### config.mk
export PLATFORM = sky130hd
export DESIGN_NAME = gfi_cell_hash
export DESIGN_NICKNAME = d
export VERILOG_FILES = /design/src/rtl/glyph_field_intensity_unit_macros.svh /design/src/rtl/gfi_pkg.sv /design/src/rtl/gfi_cell_hash.sv
export SDC_FILE = /design/constraint.sdc
export NUM_CORES = 1
export LEC_CHECK = 0
export BUFFER_PORTS_ARGS = -buffer_cell sky130_fd_sc_hd__buf_2
export CAP_MARGIN = 20
export CORE_ASPECT_RATIO = 0.6
export CORE_MARGIN = 5
export CORE_UTILIZATION = 59
export DETAILED_ROUTE_END_ITERATION = 10
export MAX_ROUTING_LAYER = met4
export PLACE_DENSITY = 0.95
export SLEW_MARGIN = 25
export SYNTH_ARGS = -nofsm -noshare
export SYNTH_HDL_FRONTEND = slang
export SYNTH_SLANG_ARGS = --single-unit
### constraint.sdc
create_clock -name vclk -period 30.9
set_clock_uncertainty 0.2 [all_clocks]
set_input_delay 6.18 -clock vclk [all_inputs]
set_output_delay 6.18 -clock vclk [all_outputs]
set_load 0.01 [all_outputs]
### src/rtl/glyph_field_intensity_unit_macros.svh
// Assertion macros used by the glyph field intensity top level.
`ifndef GLYPH_FIELD_INTENSITY_UNIT_MACROS_SVH
`define GLYPH_FIELD_INTENSITY_UNIT_MACROS_SVH
`ifndef SYNTHESIS
// Checked on every clock edge outside reset.
`define GFI_ASSERT(lbl, prop) \
  lbl: assert property (@(posedge clk_i) disable iff (!rst_ni) prop) \
    else $error("glyph field intensity check failed");
// Checked on every clock edge, reset included.
`define GFI_ASSERT_ALWAYS(lbl, prop) \
  lbl: assert property (@(posedge clk_i) prop) \
    else $error("glyph field intensity check failed");
`else
`define GFI_ASSERT(lbl, prop)
`define GFI_ASSERT_ALWAYS(lbl, prop)
`endif
`endif

### src/rtl/gfi_pkg.sv
// Types, constants and helper functions of the glyph field intensity unit.
`default_nettype none
package gfi_pkg;

  localparam int unsigned NUM_STG = 7;

  localparam logic [1:0] CFG_SEED = 2'd0;
  localparam logic [1:0] CFG_MODE = 2'd1;

  localparam logic signed [30:0] MUL_X = 31'sd374761393;
  localparam logic signed [30:0] MUL_Y = 31'sd668265263;

  // Reciprocals for the two rounding divisions.
  localparam logic [20:0] RECIP_MEAN = 21'd932068;   // ceil(2^24 / 18)
  localparam logic [20:0] RECIP_NORM = 21'd1657009;  // ceil(2^28 / 162)
  localparam logic signed [20:0] OFS_MEAN = 21'sd111609;
  localparam logic signed [20:0] OFS_NORM = 21'sd110673;
  localparam logic [15:0] MEAN_BIAS = 16'd6200;
  localparam logic [12:0] NORM_MAX = 13'd4096;

  typedef struct packed {
    logic [NUM_STG-1:0] adv;
    logic [NUM_STG-1:0] vld;
  } gfi_pipe_t;

  typedef logic signed [5:0] score_t;

  localparam score_t PAIR_MAT [5][5] = '{
    '{ 6'sd8,  -6'sd6,  6'sd2,  6'sd2,  6'sd2},
    '{-6'sd6,   6'sd8,  6'sd2,  6'sd2,  6'sd2},
    '{ 6'sd2,   6'sd2, 6'sd12, 6'sd16, 6'sd20},
    '{ 6'sd2,   6'sd2, 6'sd16,  6'sd6, 6'sd14},
    '{ 6'sd2,   6'sd2, 6'sd20, 6'sd14, 6'sd24}
  };

  // Non-negative residue mod 5 of a two's complement 64-bit value.
  function automatic logic [2:0] mod5_s64(input logic [63:0] v);
    logic [7:0] acc;
    logic [4:0] t;
    logic [4:0] r;
    acc = '0;
    for (int i = 0; i < 16; i++) begin
      acc = acc + {4'b0, v[4*i +: 4]};
    end
    t = {1'b0, acc[7:4]} + {1'b0, acc[3:0]};
    r = {4'b0, t[4]} + {1'b0, t[3:0]};
    if (r >= 5'd10) r = r - 5'd10;
    if (r >= 5'd5) r = r - 5'd5;
    if (v[63]) r = (r == 5'd0) ? 5'd4 : r - 5'd1;
    return r[2:0];
  endfunction

  function automatic score_t pair_score(input logic [2:0] ri, input logic [2:0] mi,
                                        input logic [2:0] rj, input logic [2:0] mj);
    logic [2:0] d;
    d = (mi > mj) ? mi - mj : mj - mi;
    return PAIR_MAT[ri][rj] + score_t'({3'b0, d});
  endfunction

endpackage
`default_nettype wire

### src/rtl/gfi_cell_hash.sv
// Cell hash: glyph type, matrix row and magnitude of one cell.
`default_nettype none
module gfi_cell_hash
  import gfi_pkg::*;
(
  input  wire logic [63:0] prod_x_i,
  input  wire logic [63:0] prod_y_i,
  input  wire logic [31:0] seed_i,
  output logic [2:0]       type_o,
  output logic [2:0]       row_o,
  output logic [2:0]       mag_o
);
  logic [63:0] hash;
  logic [63:0] hash_sh;

  assign hash    = prod_x_i ^ prod_y_i ^ {32'b0, seed_i};
  assign hash_sh = {{8{hash[63]}}, hash[63:8]};
  assign type_o  = mod5_s64(hash);
  // Types zero and one swap matrix rows.
  assign row_o   = (type_o < 3'd2) ? (type_o ^ 3'd1) : type_o;
  assign mag_o   = mod5_s64(hash_sh) + 3'd1;
endmodule
`default_nettype wire

==> results of run 1 <==
synthesized netlist by cell type (5+ instances only):
cell	n	area share (%)
sky130_fd_sc_hd__xor2_1	39	6.6
sky130_fd_sc_hd__a21o_1	5	0.73
sky130_fd_sc_hd__o21bai_1	6	0.87
sky130_fd_sc_hd__nor2_1	15	1.1
sky130_fd_sc_hd__nor3_1	6	0.58
sky130_fd_sc_hd__xnor2_1	75	13
sky130_fd_sc_hd__fa_1	100	39
sky130_fd_sc_hd__inv_1	130	9.5
sky130_fd_sc_hd__ha_1	50	12
sky130_fd_sc_hd__nand2_1	8	0.58
sky130_fd_sc_hd__clkbuf_1	6	0.44
sky130_fd_sc_hd__nand2b_1	8	0.97
sky130_fd_sc_hd__o21ai_0	8	0.78
sky130_fd_sc_hd__a21oi_1	14	1.4
kinds of logic after synthesis:
kind of cell / count (synthesis)
AO/OA/AOI/OAI: 74
buffers and inverters: 140
XOR/XNOR: 118
AND/OR/NAND/NOR: 64
adder cells (fa/ha/maj): 150
multiplexers: 1
layer usage:
layer | track usage (%) | vias to the layer above | part of all wire (%)
met4 | 5.95 | 0 | 3.4
li1 | - | 2034 | -
met3 | 2.96 | 57 | 9.3
met1 | 31.8 | 2099 | 36
met5 | - | - | 0
met2 | 47.5 | 271 | 51
worst paths after layout:
path   endpoint  slack (ns)  cells past startpoint
max    mag_o[2]        8.04                     39
min   type_o[1]       12.80                      5
per-stage QoR:
| stage | hold WS (ns) | worst slack [ns] | utilization [%] |
|---|---|---|---|
| 2_1_floorplan | 12.63 | 9.33 | - |
| 3_3_place_gp | 12.80 | 8.89 | 71.5 |
| 3_5_place_dp | 12.81 | 8.22 | 71.5 |
| 4_1_cts | 12.81 | 8.19 | 71.5 |
| 5_1_grt | 12.87 | 7.51 | 71.5 |
| 6_report | 12.80 | 8.04 | 71.5 |
critical path: cells and delay by family:
kind / cells / cell delay [ns]
AO/OA/AOI/OAI: 7 / 1.53
XOR/XNOR: 7 / 1.36
adder cells (fa/ha/maj): 14 / 5.66
buffers and inverters: 6 / 0.57
AND/OR/NAND/NOR: 5 / 1.17
layout make-up:
class              count  share of cell area, %
inverters            130                   8.01
multi-input cells    407                   75.7
well taps            112                   2.30
repair buffers       170                   14.0
==> reports/summary.md, run 1 <==
STA classifies the critical path endpoint as an output pin. The number of sequential cells was 0; the starting density of the core was 60.5%. The number of clock buffers in the layout is 0. The worst pin sits at a relative slew slack of 49.8%. 169 I/O pins were placed. The share of final-layout standard cells stronger than drive strength 1 works out to 25.6%. For this run, the slowest stage of the critical path takes 0.56 ns. The area enclosed by the die boundary was 10800 um2.

The first TritonRoute pass finished after 7 iterations. Excluding fillers, the count of instances in the completed layout stands at 819. The run gives 166 as the number of DRC markers after the initial detailed-route iteration.

The tools report the worst hold path startpoint as prod_x_i[63]. For the total number of nets in the final design, the log shows 1019. The path class of the tightest hold or removal check is primary input to output pin. The final-report max-slew violation count came out at 0. The hold-fix buffer count after cts was 0; the number of rows in the core area was 26. The number of vias in the routed layout is 4461, and the final clock period utilization by the worst path is 74.0%. The number of diodes added for antenna fixing was 0. Summed over all layers, the global routing overflow is 0. The multi-input logic area was 4610 um2; the adder and majority gate portion of the synthesized area was 51.0%.

Of all nets on the critical path, the largest fanout is 13. The tools report the area of the mapped netlist as 5150 um2. The number of placed instances, taps included, is 819. The synthesized netlist contains 57 unique library cells.

Required time of the critical path: 24.52 ns. Among all stages on the critical path, the largest delay is contributed by sky130_fd_sc_hd__fa_1. Based on the critical path, the design can be clocked at up to 0.0437 GHz. The wire length of the first global-routing pass was 21600 um; the standard cell area after detailed placement was 6090 um2. Entering global routing, the biggest net connects 14 pins.

Data on the critical path arrives at its endpoint at 16.48 ns. The initial antenna violation count is 0. The run finished with clean final reports. After synthesis, the largest family of logic cells by area is adder cells. The core region is 8520 um2.

Leaving out fill and tap cells, the most frequent cells in the layout are 169 x sky130_fd_sc_hd__buf_2, 130 x sky130_fd_sc_hd__inv_1, 100 x sky130_fd_sc_hd__fa_1, 75 x sky130_fd_sc_hd__xnor2_1, 50 x sky130_fd_sc_hd__ha_1. For this run, design rule violations remaining after detail routing come to 0. Most common cell after layout, fill and taps aside: sky130_fd_sc_hd__buf_2.

The run gives 26.1% as the global-route total usage across every layer. The number of gates resized after CTS was 0. The warning count from the yosys run was 0; the total wire length after detailed routing was 13600 um. In the final routed layout, each cell accounts on average for 16.6 um. The setup violation total in the final timing report is 0, and the synthesis-to-layout area growth is 18.2%. The count of nets left with antenna violations once routing finished came out at 0. For the final routed database, the setup TNS stands at 0 ns. Setup repair after global routing left no endpoint under its margin. Synthesis produced a netlist with a net count of 857.

The tools report the via count of the first global-routing pass as 4786. The fraction of synthesized area in multiplexers works out to 0.194%. The cell area after layout is 6090 um2.

The startpoint class of the critical path was a primary input. The count of buffers added on input and output ports is 169. Synthesis produced 547 cells.

For the pin with the worst max-slew slack, the measured transition is 0.751 ns. The tool flagged a number of max-cap violations equal to 0. The final weighted congestion in routability-driven placement was 0.910. The post-detailed-route via-to-cell ratio was 5.45. The xor/xnor cell area share of the yosys netlist works out to 21.0%.

Of the synthesized area, sequential elements account for 0%. After layout, the minimum clock period comes to 22.86 ns. The die extent in y came out at 82.4 um. The number of filler instances in the final layout came out at 607. The first element of the critical path is prod_x_i[13].

The logs give 0 for the post-CTS setup repair buffer count and 0 um2 for the combined flip-flop and latch cell area. The synthesized netlist devotes 10.5% of its cell area to compound gates. The count of final hold-check violations was 0; the average size of a mapped cell was 9.42 um2. By startpoint and endpoint, the worst setup path is classified as primary input to output pin. After Yosys synthesis, and, or, nand and nor cells account for 6.73% of the synthesized area. Detailed placement ended at an HPWL of 12800 um. The die is 131 um wide.
Power of run 1 is not shown: default switching activity piles up to over one toggle a cycle in this logic, so the estimate is an artifact.
==> run 2: changes to the inputs <==
CORE_UTILIZATION = 49   (was 59)
PLACE_DENSITY = 0.88   (was 0.95)
clock period = 18.5 ns   (was 30.9 ns; I/O delays follow)
==> run 2 against run 1 <==
  * Die area rose by 18%
  * Via count fell by 5.3%
  * Hold slack got worse by 5.0 ns
  * Clock-buffer cell count did not move
  * Non-clock buffer count did not move
  * Final area rose by 0.55%
  * Critical endpoint unchanged
  * Setup slack got worse by 7.1 ns
  * Global-route usage fell by 6.3 points
  * Cell count rose by 3.3%
  * Flip-flop and latch count did not move
  * Core utilization fell by 13 points
  * Sequential share of layout area did not move
==> reports/summary.md, run 2 (synthesis results as in run 1) <==
For the worst setup path, the data required time is 14.60 ns. The multi-input logic area is 4610 um2. The class of the tightest hold or removal check was primary input to output pin. The logs give 0 for the final-report max-slew violation count and 12200 um for the total wire length after detailed routing. For the hold-fix buffer count after cts, the log shows 0. The measured slew at the worst slew-check pin came out at 0.725 ns. Initial antenna violation count: 0. The floorplan has 29 rows. The initial utilization of the core area, before any placement, comes to 49.5%.

Once the clock tree was built, the setup fixing pass inserted 0 buffers. Setup repair after global routing left no endpoint under its margin. The overflow left after global routing is 0, and the worst slew margin relative to its limit is 51.5%. Of the cells placed in the final design, the portion with a size suffix greater than 1 is 25.6%.

Of the available clock period, the critical path in the final layout requires 95.2%. In this run the vertical extent of the chip is 89.4 um. The first global-routing pass estimated 20200 um of wire. Synthesis-to-layout area growth: 18.9%.

The most common cell after layout, fill and taps aside is sky130_fd_sc_hd__buf_2. The critical path is of the primary input to output pin type. Setup slack closes at 0.891 ns. The placed wire-length estimate after detailed placement was 11700 um; the critical path's largest stage delay was 0.57 ns. The worst slack at placement is 0.942 ns.

For the count of final hold-check violations, the log shows 0. The maximum number of pins on one net before global-route repair was 14; the final weighted congestion in routability-driven placement was 0.958. The run finished with clean final reports. The number of clock buffers in the layout is 0. The number of DRC markers after the initial detailed-route iteration was 174. Summed over all failing endpoints, the final setup total negative slack is 0 ns. The tools report the number of instances in the placed design as 846. The tools report the count of instances resized after the clock tree is built as 0. The pre-antenna-repair detailed-routing pass consisted of 4 iterations. The die is 142 um wide.

Setup violations remaining at the end of the flow were counted as 0. STA puts the critical path data arrival time at 13.71 ns. The library cells used most frequently in the layout, excluding fill and tap cells, are 169 x sky130_fd_sc_hd__buf_2, 130 x sky130_fd_sc_hd__inv_1, 100 x sky130_fd_sc_hd__fa_1, 75 x sky130_fd_sc_hd__xnor2_1, 50 x sky130_fd_sc_hd__ha_1. The logs give 0 for the number of violations of the max-capacitance limit and 10400 um2 for the standard cell core area.

The average routed wire per standard cell is 14.4 um, and the number of diodes added for antenna fixing is 0. STA classifies the critical path endpoint as an output pin. The final antenna-violating net count was 0; the area enclosed by the die boundary was 12700 um2.

In the routed design, unresolved DRC markers number 0. Detailed routing inserted a total of 4223 vias. Fill cells in the final layout number 872. The port buffer count was 169. The number of ports placed on the die boundary is 169, and the largest fanout on the critical path is 13.

The via count of the first global-routing pass is 4506, and the minimum clock period is 17.61 ns. Registers take 0 um2. Hold slack: 7.83 ns.

For this run, the post-layout net count is 1019. Slowest cell on the critical path: sky130_fd_sc_hd__fa_1. The count of cells in the finished layout, fillers not included, comes to 846.

Global routing consumed, over all layers together, 19.8% of the routing resources. Sequential cells placed in the final layout were counted as 0. The peak clock frequency supported by timing came out at 0.0568 GHz. The startpoint class of the critical path was a primary input.

The post-detailed-route via-to-cell ratio came out at 4.99.
[run 2: critical path: cells and delay by family]
family                     cells  cell delay, ns
AOI/OAI and AO/OA              7            1.46
and+or+nand+nor                5            1.11
xor gates and xnor gates       7            1.20
buffers and inverters          6            0.51
adders and majority gates     14            5.70
[run 2: final timing paths]
check | slack (ns) | end | from | cells after the start
max | 0.89 | mag_o[2] | prod_y_i[14] | 39
min | 7.83 | type_o[0] | prod_x_i[63] | 5
[run 2: layer usage]
layer	vias up	share of wire, %	global-route usage [%]
met5	-	0	-
met1	2007	40	25.4
li1	2031	-	-
met2	173	51	35.2
met4	0	0.89	2.07
met3	12	8.2	2.78
[run 2: area by class of cell]
cell class	count	area share, %
multi-input combinational	407	75.3
timing repair buffer	170	13.9
inverter	130	7.97
tap	139	2.84
[run 2: stage by stage]
step / utilization (%) / cell area (um2)
finish: 58.8 / 6130
global route: 58.8 / 6130
CTS: 58.8 / 6130
detailed placement: 58.8 / 6130
global placement: 58.8 / 6130
floorplan: - / 5150
Power of run 2 is left out for the same reason.
