### src/rtl/glyph_field_intensity_unit_macros.svh
// Assertion macros used by the glyph field intensity top level.
`ifndef GLYPH_FIELD_INTENSITY_UNIT_MACROS_SVH
`define GLYPH_FIELD_INTENSITY_UNIT_MACROS_SVH
`ifndef SYNTHESIS
// Checked on every clock edge outside reset.
`define GFI_ASSERT(lbl, prop) \
  lbl: assert property (@(posedge clk_i) disable iff (!rst_ni) prop) \
    else $error("glyph field intensity check failed");
// Checked on every clock edge, reset included.
`define GFI_ASSERT_ALWAYS(lbl, prop) \
  lbl: assert property (@(posedge clk_i) prop) \
    else $error("glyph field intensity check failed");
`else
`define GFI_ASSERT(lbl, prop)
`define GFI_ASSERT_ALWAYS(lbl, prop)
`endif
`endif

### src/rtl/gfi_pkg.sv
// Types, constants and helper functions of the glyph field intensity unit.
`default_nettype none
package gfi_pkg;

  localparam int unsigned NUM_STG = 7;

  localparam logic [1:0] CFG_SEED = 2'd0;
  localparam logic [1:0] CFG_MODE = 2'd1;

  localparam logic signed [30:0] MUL_X = 31'sd374761393;
  localparam logic signed [30:0] MUL_Y = 31'sd668265263;

  // Reciprocals for the two rounding divisions.
  localparam logic [20:0] RECIP_MEAN = 21'd932068;   // ceil(2^24 / 18)
  localparam logic [20:0] RECIP_NORM = 21'd1657009;  // ceil(2^28 / 162)
  localparam logic signed [20:0] OFS_MEAN = 21'sd111609;
  localparam logic signed [20:0] OFS_NORM = 21'sd110673;
  localparam logic [15:0] MEAN_BIAS = 16'd6200;
  localparam logic [12:0] NORM_MAX = 13'd4096;

  typedef struct packed {
    logic [NUM_STG-1:0] adv;
    logic [NUM_STG-1:0] vld;
  } gfi_pipe_t;

  typedef logic signed [5:0] score_t;

  localparam score_t PAIR_MAT [5][5] = '{
    '{ 6'sd8,  -6'sd6,  6'sd2,  6'sd2,  6'sd2},
    '{-6'sd6,   6'sd8,  6'sd2,  6'sd2,  6'sd2},
    '{ 6'sd2,   6'sd2, 6'sd12, 6'sd16, 6'sd20},
    '{ 6'sd2,   6'sd2, 6'sd16,  6'sd6, 6'sd14},
    '{ 6'sd2,   6'sd2, 6'sd20, 6'sd14, 6'sd24}
  };

  // Non-negative residue mod 5 of a two's complement 64-bit value.
  function automatic logic [2:0] mod5_s64(input logic [63:0] v);
    logic [7:0] acc;
    logic [4:0] t;
    logic [4:0] r;
    acc = '0;
    for (int i = 0; i < 16; i++) begin
      acc = acc + {4'b0, v[4*i +: 4]};
    end
    t = {1'b0, acc[7:4]} + {1'b0, acc[3:0]};
    r = {4'b0, t[4]} + {1'b0, t[3:0]};
    if (r >= 5'd10) r = r - 5'd10;
    if (r >= 5'd5) r = r - 5'd5;
    if (v[63]) r = (r == 5'd0) ? 5'd4 : r - 5'd1;
    return r[2:0];
  endfunction

  function automatic score_t pair_score(input logic [2:0] ri, input logic [2:0] mi,
                                        input logic [2:0] rj, input logic [2:0] mj);
    logic [2:0] d;
    d = (mi > mj) ? mi - mj : mj - mi;
    return PAIR_MAT[ri][rj] + score_t'({3'b0, d});
  endfunction

endpackage
`default_nettype wire

### src/rtl/gfi_pipe_ctrl.sv
// Valid and advance control for the stages of the intensity pipeline.
`default_nettype none
module gfi_pipe_ctrl
  import gfi_pkg::*;
(
  input  wire logic clk_i,
  input  wire logic rst_ni,
  input  wire logic in_valid_i,
  input  wire logic out_ready_i,
  output gfi_pipe_t pipe_o
);
  logic [NUM_STG-1:0] vld_q, vld_d, adv;

  always_comb begin
    adv[NUM_STG-1] = !vld_q[NUM_STG-1] || out_ready_i;
    for (int k = NUM_STG - 2; k >= 0; k--) begin
      adv[k] = !vld_q[k] || adv[k+1];
    end
    vld_d[0] = in_valid_i;
    for (int k = 1; k < NUM_STG; k++) begin
      vld_d[k] = vld_q[k-1];
    end
  end

  always_ff @(posedge clk_i or negedge rst_ni) begin
    if (!rst_ni) begin
      vld_q <= '0;
    end else begin
      for (int k = 0; k < NUM_STG; k++) begin
        if (adv[k]) vld_q[k] <= vld_d[k];
      end
    end
  end

  assign pipe_o.adv = adv;
  assign pipe_o.vld = vld_q;
endmodule
`default_nettype wire

### config.mk
export PLATFORM = sky130hd
export DESIGN_NAME = gfi_pipe_ctrl
export DESIGN_NICKNAME = d
export VERILOG_FILES = /design/src/rtl/glyph_field_intensity_unit_macros.svh /design/src/rtl/gfi_pkg.sv /design/src/rtl/gfi_pipe_ctrl.sv
export SDC_FILE = /design/constraint.sdc
export NUM_CORES = 1
export LEC_CHECK = 0
export CAP_MARGIN = 20
export CORE_AREA = 2 2 39 41
export DETAILED_ROUTE_END_ITERATION = 10
export DIE_AREA = 0 0 41 43
export DONT_BUFFER_PORTS = 1
export PLACE_DENSITY = 0.38
export SLEW_MARGIN = 20
export SYNTH_ARGS = -nofsm -noshare
export SYNTH_HDL_FRONTEND = slang
export SYNTH_SLANG_ARGS = --single-unit
### constraint.sdc
create_clock -name clk_i -period 1.6 [get_ports clk_i]
set_input_delay 0.32 -clock clk_i [delete_from_list [all_inputs] [get_ports clk_i]]
set_output_delay 0.32 -clock clk_i [all_outputs]
set_load 0.1 [all_outputs]
==> results.py, run 1 <==
metrics = {
    "placement": {
        "dpl.hpwl_um": 558,
        "port_buffers": 0,
        "place_area_um2": 477,
        "placed_cells": 53,
        "place_ws_ns": 0.0855,
        "place_congestion": 0.572,
    },
    "logic_synthesis": {
        "syn_area_per_cell_um2": 11.9,
        "yosysSeqAreaShare": 0.591,
        "postSynthCellCount": 25,
        "synthDistinctLibCells": 15,
        "synth_warnings": 0,
        "synth_area_um2": 297,
        "synth_nets": 29,
        "synth_seq_cells": 7,
    },
    "route": {
        "firstDrtPassIters": 4,
        "wl_per_cell_um": 14.0,
        "ant_nets": 0,
        "vias": 285,
        "dr.first_iter.drc_count": 9,
        "viasPerCell": 4.60,
        "wirelength_um": 870,
        "drc_errors": 0,
    },
    "power_and_ir_drop": {
        "vdd_drop_max_mv": 0.769,
        "p_leak_nw": 0.267,
        "p_total_mw": 1.06,
        "power.density_nw_per_um2": 1740,
    },
    "sta": {
        "drv_slew": 0,
        "setup_violations": 6,
        "fin_crit_ns": 1.69,
        "worst_pin_slew_ns": 0.329,
        "post-route-period-util": 1.06,
        "skew_ns": 0.00561,
        "rsz0062_at_grt": "true",
        "fmax_ghz": 0.592,
        "whs_ns": 0.180,
        "hold_viol_final": 0,
        "timing.setup.tns_ns": -0.266,
        "max_slew_margin": 0.780,
        "setup_ws_ns": -0.0881,
    },
    "global_route": {
        "grt_max_degree": 8,
        "grt_pass1_wl_um": 1360,
        "overflow": 0,
        "grt_pass1_vias": 299,
        "antenna_found_initial": 0,
        "grt.total_usage": 0.121,
    },
    "layout": {
        "drive_gt1_frac": 0.652,
        "largest_register_ffs": 7,
        "diodes": 0,
        "reg.largest.list": "vld_q (7)",
        "layout_common_cells": "buf_4, buf_12, dfrtp_4",
        "syn_to_final_growth_pct": 105,
        "fillers": 136,
        "mostFrequentLayoutCell": "buf_4",
        "final_cells": 62,
        "final_nets": 51,
        "final_util": 0.439,
        "final_design_area_no_fill_um2": 607,
        "regMostFlops": "vld_q",
    },
    "setup_path": {
        "crit_path_end_kind": "output port",
        "setup.worst_path.class": "flop to output port",
        "cp_data_arrival_time_ns": 1.37,
        "cp_max_fo": 5,
        "cp.required_ns": 1.28,
        "start_kind": "flop",
    },
    "floorplanning": {
        "io_pins": 18,
        "die_w_um": 41,
        "rows": 14,
        "core_area_um2": 1380,
        "initial_core_util": 0.214,
        "die_y_um": 43,
        "die_area_um2": 1760,
    },
    "clock_network": {
        "insertion_delay_ns": 0.25,
        "clk_path_buf_depth": 2,
        "cts_tree": "yes",
        "cts_sinks": 7,
        "root_buffer": "clkbuf_4",
        "cts_buffers": 3,
        "htreeDepth": 1,
        "clkTransAtPathRegs_ns": 0.05,
    },
    "run_status": {
        "status": "complete, but fails checks",
        "violations": "negative setup slack",
    },
    "run": {
        "max_cap_viol_count": 0,
    },
    "hold_path": {
        "hold_path.class": "input port to flop",
    },
}
-- worst paths after layout --
kind | depth (start not counted) | to | start | slack, ns
min reg2reg | 1 | vld_q[2] | vld_q[1] | 0.54
min | 1 | vld_q[0] | in_valid_i | 0.18
max in group asynchronous | 1 | vld_q[2] | rst_ni | 0.92
max reg2reg | 4 | vld_q[0] | vld_q[4] | 0.28
min in group asynchronous | 1 | vld_q[5] | rst_ni | 0.40
max | 3 | pipe_o[7] | vld_q[5] | -0.09
-- routing by layer --
| metal | track usage | vias up | wire [um] |
|---|---|---|---|
| met1 | 0.140 | 137 | 306 |
| met3 | 0.0838 | 0 | 84 |
| met5 | 0 | - | 0 |
| li1 | - | 131 | - |
| met4 | 0 | 0 | 0 |
| met2 | 0.191 | 17 | 479 |
-- what timing repair did --
action	4_1_cts	5_1_grt
resized for setup	13	2
buffers inserted	2	1
gates cloned	1	0
hold buffers	1	0
pin swaps	3	4
setup endpoints to repair	7	6
hold endpoints to repair	7	0
-- final cells by class --
cell class / instances / area [um^2] / area share
multi-input combinational: 16 / 125 / 0.206
timing repair buffer: 18 / 235 / 0.388
sequential: 7 / 196 / 0.324
inverter: 1 / 3.75 / 0.00619
tap: 16 / 20.0 / 0.0330
clock buffer: 4 / 26.3 / 0.0433
-- worst max-delay path, cell delays in order, from the launching register on --
cell and delay, ns:
dfrtp_4 0.48, and4b_2 0.28, nand4_1 0.14, buf_8 0.21
-- power breakdown --
group	switching, mW	internal, mW	total, mW	leakage (nW)
Clock	0.0622	0.0950	0.157	0.0150
Sequential	0.0229	0.219	0.242	0.0704
Combinational	0.473	0.185	0.658	0.182
-- synth_stat cells, drive strengths merged --
library cell,number,area share
nand2,2,0.025
nand3,1,0.017
or2,1,0.021
nand2b,3,0.063
dfrtp,7,0.59
a41o,1,0.034
a31o,1,0.030
buf,2,0.055
inv,1,0.013
nand4,1,0.021
and2,1,0.021
nand3b,1,0.025
a21o,2,0.051
and4b,1,0.034
-- cells by family after synthesis --
family | Yosys count | share of synthesized area
flops | 7 | 0.591
buf+inv | 3 | 0.0675
compound gates | 4 | 0.114
simple gates | 11 | 0.228
No activity file was read; power rests on OpenSTA's default activity.
==> run 2, diff against run 1 <==
--- a/config.mk
+++ b/config.mk
@@ -6,9 +6,9 @@
 export NUM_CORES = 1
 export LEC_CHECK = 0
 export CAP_MARGIN = 20
-export CORE_AREA = 2 2 39 41
+export CORE_AREA = 10 10 47 49
 export DETAILED_ROUTE_END_ITERATION = 10
-export DIE_AREA = 0 0 41 43
+export DIE_AREA = 0 0 57 59
 export DONT_BUFFER_PORTS = 1
 export PLACE_DENSITY = 0.38
 export SLEW_MARGIN = 20
==> results.py, run 2 (same netlist as run 1, synthesis figures left out) <==
metrics = {
    "sta": {
        "whs_ns": 0.188,
        "skew_ns": 0.00447,
        "hold_viol_final": 0,
        "timing.setup.tns_ns": -0.215,
        "setup_violations": 6,
        "rsz0062_at_grt": "true",
        "fin_crit_ns": 1.67,
        "max_slew_margin": 0.763,
        "fmax_ghz": 0.599,
        "drv_slew": 0,
        "worst_pin_slew_ns": 0.355,
        "post-route-period-util": 1.04,
        "setup_ws_ns": -0.0707,
    },
    "setup_path": {
        "cp_data_arrival_time_ns": 1.35,
        "start_kind": "flop",
        "setup.worst_path.class": "flop to output port",
        "cp_max_fo": 5,
        "crit_path_end_kind": "output port",
        "cp.required_ns": 1.28,
    },
    "layout": {
        "drive_gt1_frac": 0.622,
        "final_nets": 50,
        "reg.largest.list": "vld_q (7)",
        "fillers": 136,
        "syn_to_final_growth_pct": 99.6,
        "regMostFlops": "vld_q",
        "largest_register_ffs": 7,
        "diodes": 0,
        "final_design_area_no_fill_um2": 592,
        "layout_common_cells": "buf_12, buf_4, dfrtp_4",
    },
    "floorplanning": {
        "io_pins": 18,
        "die_area_um2": 3360,
        "rows": 14,
        "initial_core_util": 0.212,
        "die_w_um": 57,
        "core_area_um2": 1400,
        "die_y_um": 59,
    },
    "placement": {
        "port_buffers": 0,
        "dpl.hpwl_um": 710,
        "place_ws_ns": 0.0753,
        "place_area_um2": 477,
        "place_congestion": 0.771,
    },
    "run_status": {
        "violations": "negative setup slack",
        "status": "complete, but fails checks",
    },
    "global_route": {
        "grt.total_usage": 0.0672,
        "grt_max_degree": 8,
        "grt_pass1_vias": 323,
        "overflow": 0,
        "grt_pass1_wl_um": 1730,
        "antenna_found_initial": 0,
    },
    "clock_network": {
        "clk_path_buf_depth": 2,
        "cts_sinks": 7,
        "insertion_delay_ns": 0.25,
        "clkTransAtPathRegs_ns": 0.05,
        "cts_tree": "yes",
        "root_buffer": "clkbuf_4",
        "htreeDepth": 1,
        "cts_buffers": 3,
    },
    "power_and_ir_drop": {
        "p_int_uw": 490,
        "p_leak_nw": 0.262,
        "p_sw_uw": 555,
        "p_seq_frac": 0.225,
        "sw_frac_of_total": 0.531,
        "power.density_nw_per_um2": 1770,
        "pwr-share-clk": 0.151,
        "vdd_drop_max_mv": 0.793,
        "pwr-share-comb": 0.624,
    },
    "route": {
        "wirelength_um": 1020,
        "firstDrtPassIters": 2,
        "dr.first_iter.drc_count": 3,
        "vias": 274,
        "drc_errors": 0,
        "wl_per_cell_um": 16.7,
        "viasPerCell": 4.49,
        "ant_nets": 0,
    },
    "run": {
        "max_cap_viol_count": 0,
    },
    "hold_path": {
        "hold_path.class": "input port to flop",
    },
}
run 2: cell count changes in the layout (fill, tap and decap cells not counted), sizes merged:
cell | previous run | this run
buf | 17 | 16
run 2: cell type report:
type	instances	area (um^2)	area share
repair buffers	17	225	0.381
inverters	1	3.75	0.00634
multi-input cells	16	120	0.203
well taps	16	20.0	0.0338
clock buffers	4	26.3	0.0444
flip-flops and latches	7	196	0.332
run 2: power groups by stage:
stage          Sequential (mW)  Combinational [mW]  Clock [mW]
5_1_grt                  0.240               0.673       0.180
3_5_place_dp             0.236               0.595           0
6_report                 0.235               0.652       0.158
2_1_floorplan            0.441               0.254           0
3_3_place_gp             0.234               0.593           0
4_1_cts                  0.236               0.656       0.169
run 2: per-layer routing:
layer | routed length, um | track usage | part of all wire | vias up
li1 | - | - | - | 129
met1 | 367 | 0.0635 | 0.36 | 130
met2 | 491 | 0.101 | 0.48 | 15
met3 | 160 | 0.0601 | 0.16 | 0
met4 | 0 | 0.0302 | 0 | 0
met5 | 0 | 0 | 0 | -
run 2: final timing paths:
check	startpoint	to	slack, ns	depth (start not counted)
max in group asynchronous	rst_ni	vld_q[5]	0.89	1
worst min register to register	vld_q[2]	vld_q[2]	0.79	2
min in group asynchronous	rst_ni	vld_q[6]	0.42	1
worst min-delay path	in_valid_i	vld_q[0]	0.19	1
worst max-delay path	vld_q[4]	pipe_o[8]	-0.07	3
worst max register to register	vld_q[4]	vld_q[1]	0.28	4
run 2: critical path, stage by stage (launching register included):
cell and delay (ns):
dfrtp_4 0.47, and4b_2 0.28, nand3_1 0.16, buf_12 0.19
run 2: timing repair:
action / CTS / global route
buffers inserted: 2 / 0
hold endpoints to repair: 7 / 0
hold buffers: 1 / 0
endpoints found under the setup margin: 7 / 6
pin swaps: 3 / 0
gates cloned: 1 / 0
resized for setup: 13 / 0
run 2: per-stage QoR:
step	std cells	power, mW	util
after floorplan	25	0.695	-
after global placement	53	0.827	0.340
after detailed placement	53	0.830	0.340
after CTS	61	1.06	0.422
after global routing	61	1.09	0.422
final	61	1.05	0.422
==> run 3, diff against run 2 <==
--- a/config.mk
+++ b/config.mk
@@ -7,10 +7,12 @@
 export LEC_CHECK = 0
 export CAP_MARGIN = 20
 export CORE_AREA = 10 10 47 49
+export CTS_BUF_LIST = sky130_fd_sc_hd__clkbuf_8 sky130_fd_sc_hd__clkbuf_16
 export DETAILED_ROUTE_END_ITERATION = 10
 export DIE_AREA = 0 0 57 59
 export DONT_BUFFER_PORTS = 1
 export PLACE_DENSITY = 0.38
+export SETUP_SLACK_MARGIN = 0.5
 export SLEW_MARGIN = 20
 export SYNTH_ARGS = -nofsm -noshare
 export SYNTH_HDL_FRONTEND = slang
==> results.py, run 3 (same netlist as run 1, synthesis figures left out) <==
metrics = {
    "global_route": {
        "antenna_found_initial": 0,
        "overflow": 0,
        "grt_pass1_wl_um": 1790,
        "grt.total_usage": 0.0715,
        "grt_max_degree": 9,
        "grt_pass1_vias": 354,
    },
    "layout": {
        "diodes": 0,
        "drive_gt1_frac": 0.681,
        "final_util": 0.496,
        "final_nets": 52,
        "syn_to_final_growth_pct": 134,
        "final_design_area_no_fill_um2": 694,
        "mostFrequentLayoutCell": "buf_12",
        "reg.largest.list": "vld_q (7)",
        "layout_common_cells": "buf_12, dfrtp_4, buf_4",
        "regMostFlops": "vld_q",
        "largest_register_ffs": 7,
    },
    "setup_path": {
        "setup.worst_path.class": "flop to output port",
        "start_kind": "flop",
        "cp_data_arrival_time_ns": 1.33,
        "cp_max_fo": 8,
        "cp.required_ns": 1.28,
        "crit_path_end_kind": "output port",
    },
    "sta": {
        "post-route-period-util": 1.03,
        "drv_slew": 0,
        "worst_pin_slew_ns": 0.347,
        "rsz0062_at_grt": "true",
        "skew_ns": 0.000982,
        "max_slew_margin": 0.768,
        "whs_ns": 0.194,
        "fmax_ghz": 0.607,
        "hold_viol_final": 0,
        "setup_violations": 6,
        "fin_crit_ns": 1.65,
        "setup_ws_ns": -0.0470,
    },
    "clock_network": {
        "cts_tree": "yes",
        "clk_path_buf_depth": 2,
        "insertion_delay_ns": 0.23,
        "clkTransAtPathRegs_ns": 0.04,
        "htreeDepth": 1,
        "cts_buffers": 3,
        "cts_sinks": 7,
        "root_buffer": "clkbuf_8",
    },
    "route": {
        "viasPerCell": 4.43,
        "drc_errors": 0,
        "vias": 279,
        "wl_per_cell_um": 16.7,
        "ant_nets": 0,
        "dr.first_iter.drc_count": 5,
        "wirelength_um": 1050,
        "firstDrtPassIters": 2,
    },
    "placement": {
        "dpl.hpwl_um": 741,
        "place_ws_ns": 0.0914,
        "place_congestion": 0.759,
        "port_buffers": 0,
        "place_area_um2": 477,
    },
    "run_status": {
        "status": "complete, but fails checks",
        "violations": "negative setup slack",
    },
    "power_and_ir_drop": {
        "vdd_drop_max_mv": 0.776,
        "p_sw_uw": 589,
        "pwr-share-clk": 0.201,
        "pwr-share-comb": 0.601,
        "power.density_nw_per_um2": 1760,
        "p_seq_frac": 0.198,
        "p_leak_nw": 0.310,
        "sw_frac_of_total": 0.481,
        "p_int_uw": 635,
    },
    "floorplanning": {
        "io_pins": 18,
        "die_y_um": 59,
        "initial_core_util": 0.212,
        "rows": 14,
        "core_area_um2": 1400,
        "die_area_um2": 3360,
        "die_w_um": 57,
    },
    "run": {
        "max_cap_viol_count": 0,
    },
    "hold_path": {
        "hold_path.class": "input port to flop",
    },
}
## run 3: cell types whose count changed in the layout (fill, tap and decap cells not counted), sizes merged
cell,delta
clkbuf,-1
and4b,-1
inv,+1
buf,+3
## run 3: through the flow
stage	power [mW]	instances	setup TNS, ns
floorplan	0.695	25	-2.63
global placement	0.826	53	0
detailed placement	0.832	53	0
CTS	1.21	62	-0.195
global route	1.27	63	-0.401
finish	1.22	63	-0.132
## run 3: path summary, 6_finish.rpt
check / startpoint / endpoint / slack [ns] / cells after the start
min reg2reg: vld_q[1] / vld_q[2] / 0.72 / 2
max reg2reg: vld_q[5] / vld_q[1] / 0.05 / 6
min: in_valid_i / vld_q[0] / 0.19 / 1
max: vld_q[6] / pipe_o[7] / -0.05 / 3
min in group asynchronous: rst_ni / vld_q[4] / 0.43 / 1
max in group asynchronous: rst_ni / vld_q[5] / 0.88 / 1
## run 3: power groups by stage
stage          combinational, mW  sequential [mW]  clock [mW]
2_1_floorplan              0.254            0.441           0
3_3_place_gp               0.593            0.233           0
3_5_place_dp               0.597            0.235           0
4_1_cts                    0.715            0.242       0.255
5_1_grt                    0.759            0.246       0.265
6_report                   0.736            0.242       0.246
## run 3: area by class of cell
| cell class | count | area [um^2] |
|---|---|---|
| repair buffers | 20 | 314 |
| inverters | 1 | 3.75 |
| well taps | 16 | 20.0 |
| multi-input cells | 15 | 115 |
| fillers | 127 | 707 |
| flip-flops and latches | 7 | 196 |
| clock buffers | 3 | 41.3 |
| clock inverters | 1 | 3.75 |
## run 3: repair_timing
| action | CTS | global route |
|---|---|---|
| endpoints found under the setup margin | 20 | 20 |
| gates resized for setup | 27 | 3 |
| endpoints found under the hold margin | 7 | 0 |
| hold buffers | 1 | 0 |
| setup buffers | 4 | 1 |
| pin swaps | 3 | 0 |
## run 3: critical path, stage by stage (launching register included)
cell and delay, ns:
dfrtp_4 0.40, and4b_2 0.32, nand4_1 0.17, buf_12 0.21
## run 3: routing by layer
layer  track usage  vias up  wire (um)
li1              -      129          -
met1        0.0527      129        296
met2         0.112       18        526
met3        0.0730        3        208
met4        0.0503        0         21
met5             0        -          0
